--- config.mk ---
export PLATFORM = sky130hd
export DESIGN_NAME = dmbe_queue
export DESIGN_NICKNAME = d
export VERILOG_FILES = /design/src/hdl/assert_macros.svh /design/src/hdl/dmbe_pkg.sv /design/src/hdl/dmbe_queue.sv
export SDC_FILE = /design/constraint.sdc
export NUM_CORES = 1
export LEC_CHECK = 0
export ABC_AREA = 1
export BUFFER_PORTS_ARGS = -buffer_cell sky130_fd_sc_hd__buf_4
export CAP_MARGIN = 20
export CELL_PAD_IN_SITES_DETAIL_PLACEMENT = 0
export CELL_PAD_IN_SITES_GLOBAL_PLACEMENT = 1
export CORE_UTILIZATION = 43
export CTS_BUF_LIST = sky130_fd_sc_hd__clkbuf_4
export DETAILED_ROUTE_END_ITERATION = 16
export PLACE_DENSITY_LB_ADDON = 0.1
export SLEW_MARGIN = 20
export SYNTH_ARGS = -nofsm -noshare
export SYNTH_HDL_FRONTEND = slang
export SYNTH_SLANG_ARGS = --single-unit
--- constraint.sdc ---
create_clock -name clk_i -period 3.6 [get_ports clk_i]
set_input_delay 0.18 -clock clk_i [delete_from_list [all_inputs] [get_ports clk_i]]
set_output_delay 0.18 -clock clk_i [all_outputs]
set_load 0.05 [all_outputs]
--- src/hdl/assert_macros.svh ---
// ----------------------------------------------------------------------------
// Assertion macros
// Concurrent assertion wrappers clocked on clk_i and disabled in reset.
// ----------------------------------------------------------------------------
`ifndef ASSERT_MACROS_SVH
`define ASSERT_MACROS_SVH

`ifndef SYNTH
// Check that a property holds at every clock edge out of reset.
`define ASSERT_CLK(lbl, prop, msg) \
  lbl: assert property (@(posedge clk_i) disable iff (!rst_ni) (prop)) else $error(msg);
// Check that a condition never holds at a clock edge out of reset.
`define ASSERT_NEVER(lbl, cond, msg) \
  lbl: assert property (@(posedge clk_i) disable iff (!rst_ni) !(cond)) else $error(msg);
`else
`define ASSERT_CLK(lbl, prop, msg)
`define ASSERT_NEVER(lbl, cond, msg)
`endif

`endif

--- src/hdl/dmbe_pkg.sv ---
// ----------------------------------------------------------------------------
// dmbe_pkg
// Shared types, character codes and helpers of the band encoder.
// ----------------------------------------------------------------------------
package dmbe_pkg;

  localparam int LINE_WORDS_DEF = 32;
  localparam int WORD_BITS_DEF  = 32;
  localparam int BAND_ROWS      = 7;
  localparam int QUEUE_DEPTH    = 2;

  localparam int BYTE_W    = 7;
  localparam int S_TDATA_W = 40;
  localparam int M_TDATA_W = 8;

  localparam logic [BYTE_W-1:0] CH_STX = 7'h02;
  localparam logic [BYTE_W-1:0] CH_ETX = 7'h03;
  localparam logic [BYTE_W-1:0] CH_SO  = 7'h0E;
  localparam logic [BYTE_W-1:0] CH_ESC = 7'h1B;
  localparam logic [BYTE_W-1:0] CH_A   = 7'h41;
  localparam logic [BYTE_W-1:0] CH_P   = 7'h50;
  localparam logic [BYTE_W-1:0] CH_R   = 7'h52;

  // Position within the printer line
  typedef enum logic [2:0] {
    PH_ESC1,
    PH_A,
    PH_ESC2,
    PH_CMD,
    PH_ETX,
    PH_DATA,
    PH_TAIL
  } phase_e;

  // Back-end sequencer
  typedef enum logic [1:0] {
    BK_IDLE,
    BK_FETCH,
    BK_SCAN
  } bk_state_e;

  // Item as held in the queue
  typedef struct packed {
    logic        is_pull;
    logic [2:0]  row;
    logic [4:0]  widx;
    logic [31:0] word;
  } cmd_t;

  // Back-end status towards the top level
  typedef struct packed {
    logic emit;
    logic busy;
  } bk_stat_t;

  // Index of the lowest set bit of a byte (zero when none is set)
  function automatic logic [2:0] tz8(input logic [7:0] v);
    logic [2:0] r;
    r = '0;
    for (int i = 7; i >= 0; i--) begin
      if (v[i]) r = 3'(i);
    end
    return r;
  endfunction

endpackage

--- src/hdl/dmbe_queue.sv ---
// ----------------------------------------------------------------------------
// dmbe_queue
// Short first-in first-out queue of items between front and back.
// ----------------------------------------------------------------------------
module dmbe_queue import dmbe_pkg::*; #(
  parameter int DEPTH = QUEUE_DEPTH
) (
  input  logic clk_i,
  input  logic rst_ni,
  input  logic push_i,
  input  cmd_t data_i,
  output logic full_o,
  input  logic pop_i,
  output logic valid_o,
  output cmd_t data_o
);

  localparam int PTR_W = (DEPTH > 1) ? $clog2(DEPTH) : 1;
  localparam int CNT_W = $clog2(DEPTH + 1);

  cmd_t             slot_q [DEPTH];
  logic [PTR_W-1:0] wr_ptr_q, wr_ptr_d;
  logic [PTR_W-1:0] rd_ptr_q, rd_ptr_d;
  logic [CNT_W-1:0] cnt_q, cnt_d;
  logic             do_push, do_pop;

  assign full_o  = (cnt_q == CNT_W'(DEPTH));
  assign valid_o = (cnt_q != '0);
  assign data_o  = slot_q[rd_ptr_q];
  assign do_push = push_i && !full_o;
  assign do_pop  = pop_i && valid_o;

  always_comb begin
    wr_ptr_d = wr_ptr_q;
    rd_ptr_d = rd_ptr_q;
    cnt_d    = cnt_q;
    if (do_push) begin
      wr_ptr_d = (wr_ptr_q == PTR_W'(DEPTH - 1)) ? '0 : wr_ptr_q + 1'b1;
    end
    if (do_pop) begin
      rd_ptr_d = (rd_ptr_q == PTR_W'(DEPTH - 1)) ? '0 : rd_ptr_q + 1'b1;
    end
    if (do_push && !do_pop) begin
      cnt_d = cnt_q + 1'b1;
    end else if (do_pop && !do_push) begin
      cnt_d = cnt_q - 1'b1;
    end
  end

  always_ff @(posedge clk_i or negedge rst_ni) begin
    if (!rst_ni) begin
      wr_ptr_q <= '0;
      rd_ptr_q <= '0;
      cnt_q    <= '0;
    end else begin
      wr_ptr_q <= wr_ptr_d;
      rd_ptr_q <= rd_ptr_d;
      cnt_q    <= cnt_d;
    end
  end

  always_ff @(posedge clk_i) begin
    if (do_push) begin
      slot_q[wr_ptr_q] <= data_i;
    end
  end

endmodule

## After elaboration in Yosys (flattened, before gate mapping)

Memory sizes are Yosys's and may differ from the RTL's.
Cells that the tools add are included.

- Output and inout bits: 43
- Bits in writable memories: 82
- Memories kept: 1
- Register bits: 4

- Reduce and logical (&&, ||, !) cells: 9
- Mux-type cells: 6
- Equal/unequal tests: 1
- Add/subtract/negate cells: 4

Memory list:

| name | depth | bits a word | read ports | clocked after Yosys merged registers in | wr ports | line | text |
|---|---|---|---|---|---|---|---|
| slot_q | 2 | 41 | 1 | 0 | 1 | dmbe_queue.sv:21 | `cmd_t slot_q [DEPTH];` |

Operator list:

| kind | number |
|---|---|
| logical AND 1 bit | 4 |
| two-way mux 1 bit | 4 |
| two-way mux 2 bit | 2 |
| nonzero test 2 bit | 2 |
| logical NOT 1 bit | 3 |
| adder 1 bit (second input constant) | 2 |
| adder 2 x 1 -> 2 bit (second input constant) | 1 |
| equality test 2 bit (second input constant) | 1 |
| subtractor 2 x 1 -> 2 bit (second input constant) | 1 |

## Logic depth before layout (Yosys ltp)

- Depth after elaboration: 7
- Depth in mapped cells: 9
- Gate-level depth less buffers: 9

## Worst setup path after synthesis

No wires, ideal clock.

- Path type: register to register
- Start: reg cnt_q[1]
- End: mem slot_q[1][0] in the netlist's numbering (enable)
- Data arrival time: 2.321 ns
- Buffers on the path: 0
- Setup slack: 0.839 ns
- Library setup time: 0.439 ns
- Cell stages (with the launch flop): 4
- Period minus slack after synthesis: 2.761 ns
- Cell sequence: dfrtp_1 -> inv_1 -> o21ai_0 -> nor2_1

- Cells in the longest elaborated chain, start to end: 5

RTL lines:

| item | line | text |
|---|---|---|
| from (decl) | dmbe_queue.sv:24 | `logic [CNT_W-1:0] cnt_q, cnt_d;` |
| from (signal assigned) | dmbe_queue.sv:58 | `cnt_q <= cnt_d;` |
| equality test 2 bit | dmbe_queue.sv:27 | `assign full_o = (cnt_q == CNT_W'(DEPTH));` |
| logical NOT 1 bit | dmbe_queue.sv:30 | `assign do_push = push_i && !full_o;` |
| logical AND 1 bit | dmbe_queue.sv:30 |  |
| two-way mux 1 bit | dmbe_queue.sv:63 | `if (do_push) begin` |
| two-way mux 1 bit (implied by the code) | dmbe_queue.sv:64 | `slot_q[wr_ptr_q] <= data_i;` |
| to (decl) | dmbe_queue.sv:21 |  |

No other way between the ends.

==> flow_summary.toml <==
[status]
run_status = "completed"

[drt]
first_pass_iters = 4
drcViolationCount = 0
dr_wl_met2_mm = 2.95
via_per_inst = 4.37
avgRoutedWirePerCell_um = 12.5
m1WireLength_mm = 2.72
dr_wl_met3_um = 280
vias = 2105
drt_iter0_drc = 112
drt.antenna.violating_nets = 0
routed.top_layer = "met4"
wl_mm = 6.04

[sta]
timing.final.hold_violations = 0
timing.slew.headroom_pct = 40.9
timing.final.crit_period_ps = 2360
period_share_pct = 65.5
slew_violations = 0
fmax_ghz = 0.424
setup_ws_ps = 1240
tns_ps = 0
rsz0062_at_grt = "false"
final.setup_skew_ps = 10.4
setup_viol = 0
worst_slew_pin_slew_ps = 885

[placed_design]
io_buffers = 87
dp_cells = 424
hpwlAfterDp_mm = 3.52
place_area_mm2 = 0.00396
pre_cts_ws_ps = 1550
gp_congestion = 0.669

[synth]
yosysUniqueCellTypes = 17
avgSynthCellArea_um2 = 13.2
yosysTopAreaCellShare_pct = 75.6
post-synth-top-area-cell = "edfxtp_1"
synthCells = 246
yosysMostFrequentCell = "nand2_1"
synth_area_leaders = "edfxtp_1 (76%), nand2_1 (15%), dfrtp_1 (3.1%)"
syn_area_mm2 = 0.00326
synth_seq_cells = 86
synth_edf_count = 82
seq_area_frac_synth_pct = 78.7
ys.flop_type = "edfxtp_1"
synthTopCellsByCount = "nand2_1 (131), edfxtp_1 (82), inv_1 (6)"
async_reset_ff_share_pct = 4.65
yosysWarnings = 0
synth_fp_nets = 292

[critical_path]
reg2reg_slack_ps = 1570
start_kind = "register"
worstSetupEndpointType = "primary output"
critPathKind = "reg2out"
cp.required_ps = 3420
cp.arrival_ps = 2180
critPathMaxFanout = 43

[floorplanning]
ios = 88
row_count = 31
start_util_pct = 44.6
fp.dieH_um = 89.0
die_w_um = 89.0
fp.dieArea_mm2 = 0.00792
core_area_mm2 = 0.00729

[cells_and_area]
finalNetCount = 424
stdcell_count = 482
stdcell_area_mm2 = 0.00454
antenna_cells = 0
drive_above_1_share_pct = 29.5
area_growth_pct = 39.6

[grt]
grt_max_degree = 44
overflow = 0
grt_pass1_vias = 1985
grt_pass1_wl_mm = 9.16
antenna_found_initial = 0
grt_usage_pct = 16.2

[power_and_ir_drop]
leakage_nw = 1.95
ir_drop_mv = 0.510
cellPowerDensity_mw_per_mm2 = 888

[clocking]
clockRootBuffer = "clkbuf_4"
clockBufferDepth = 2
clk_latency_ps = 410
cts_tree = "built"
postCtsHoldBufs = 42
post-cts-setup-buffers = 0
cts_buffers = 9
clk_pin_slew_ps = 120
cts_num_sinks = 86
cts.repair.resized = 0
cts_max_level = 3

[run]
cap_violations = 0

[hold_path]
min_path_type = "in2reg"
metal layers:
| metal | vias to the layer above | global-route usage [%] |
|---|---|---|
| li1 | 1080 | - |
| met4 | 0 | 6.49 |
| met1 | 958 | 19.9 |
| met2 | 58 | 27.1 |
| met3 | 9 | 4.71 |
| met5 | - | 0 |
through the flow:
step	hold WS (ps)	util, %	total power, mW
after detailed placement	-17.5	54.3	3.45
final	29.6	62.3	4.04
after global placement	-19.1	54.3	3.43
after global routing	2.16	62.3	4.25
after floorplan	-116	-	2.92
after CTS	11.2	62.3	4.08
report_power, final:
group / internal (mW) / total, mW / switching [mW] / leakage (nW)
registers: 1.37 / 1.50 / 0.135 / 0.810
logic: 0.525 / 1.93 / 1.41 / 1.06
clock network: 0.304 / 0.604 / 0.300 / 0.0852
total: 2.19 / 4.04 / 1.84 / 1.95
critical path, cell delays in order (launching register included):
cell and delay, ps:
dfrtp_2 940, inv_4 380, nand2_1 140, nand2_1 90, buf_4 200
area by class of cell:
type | instances | area (µm²)
Inverter | 8 | 32.5
Sequential cell | 86 | 2560
Tap cell | 99 | 124
Clock buffer | 12 | 90.1
Fill cell | 594 | 2750
Timing Repair Buffer | 130 | 1080
Clock inverter | 4 | 71.3
Multi-Input combinational cell | 143 | 582
registers in the layout, indices dropped and copies added, names as in the netlist:
name,count
slot_q,82
wr_ptr_q,1
cnt_q,2
rd_ptr_q,1
path summary, 6_finish.rpt:
check	start	endpoint	cells after the start
setup / recovery	rd_ptr_q	data_o[25]	4
hold / removal	pop_i	rd_ptr_q	3
setup reg to reg	cnt_q[1]	slot_q[1][25]	4
max in group asynchronous	rst_ni	rd_ptr_q	2
hold reg to reg	cnt_q[1]	cnt_q[1]	2
min in group asynchronous	rst_ni	cnt_q[1]	2
layout by cell type, fill, tap and decap left out, types with 2 or more instances in the layout:
master / instances
nand2_1: 131
buf_4: 88
edfxtp_1: 82
dlygate4sd3_1: 42
clkbuf_4: 12
inv_1: 5
nand2_2: 3
dfrtp_1: 3
inv_2: 2
nor2_4: 2
nand3_1: 2
bufinv_16: 2
logic make-up after synthesis:
kind of cell             share of synthesized area, %
buffers and inverters                            3.65
flip-flops                                       78.7
XOR/XNOR                                        0.269
AO/OA/AOI/OAI                                   0.154
AND/OR/NAND/NOR                                  16.8
adder cells (fa/ha/maj)                         0.384
No activity file was read; power rests on OpenSTA's default activity.
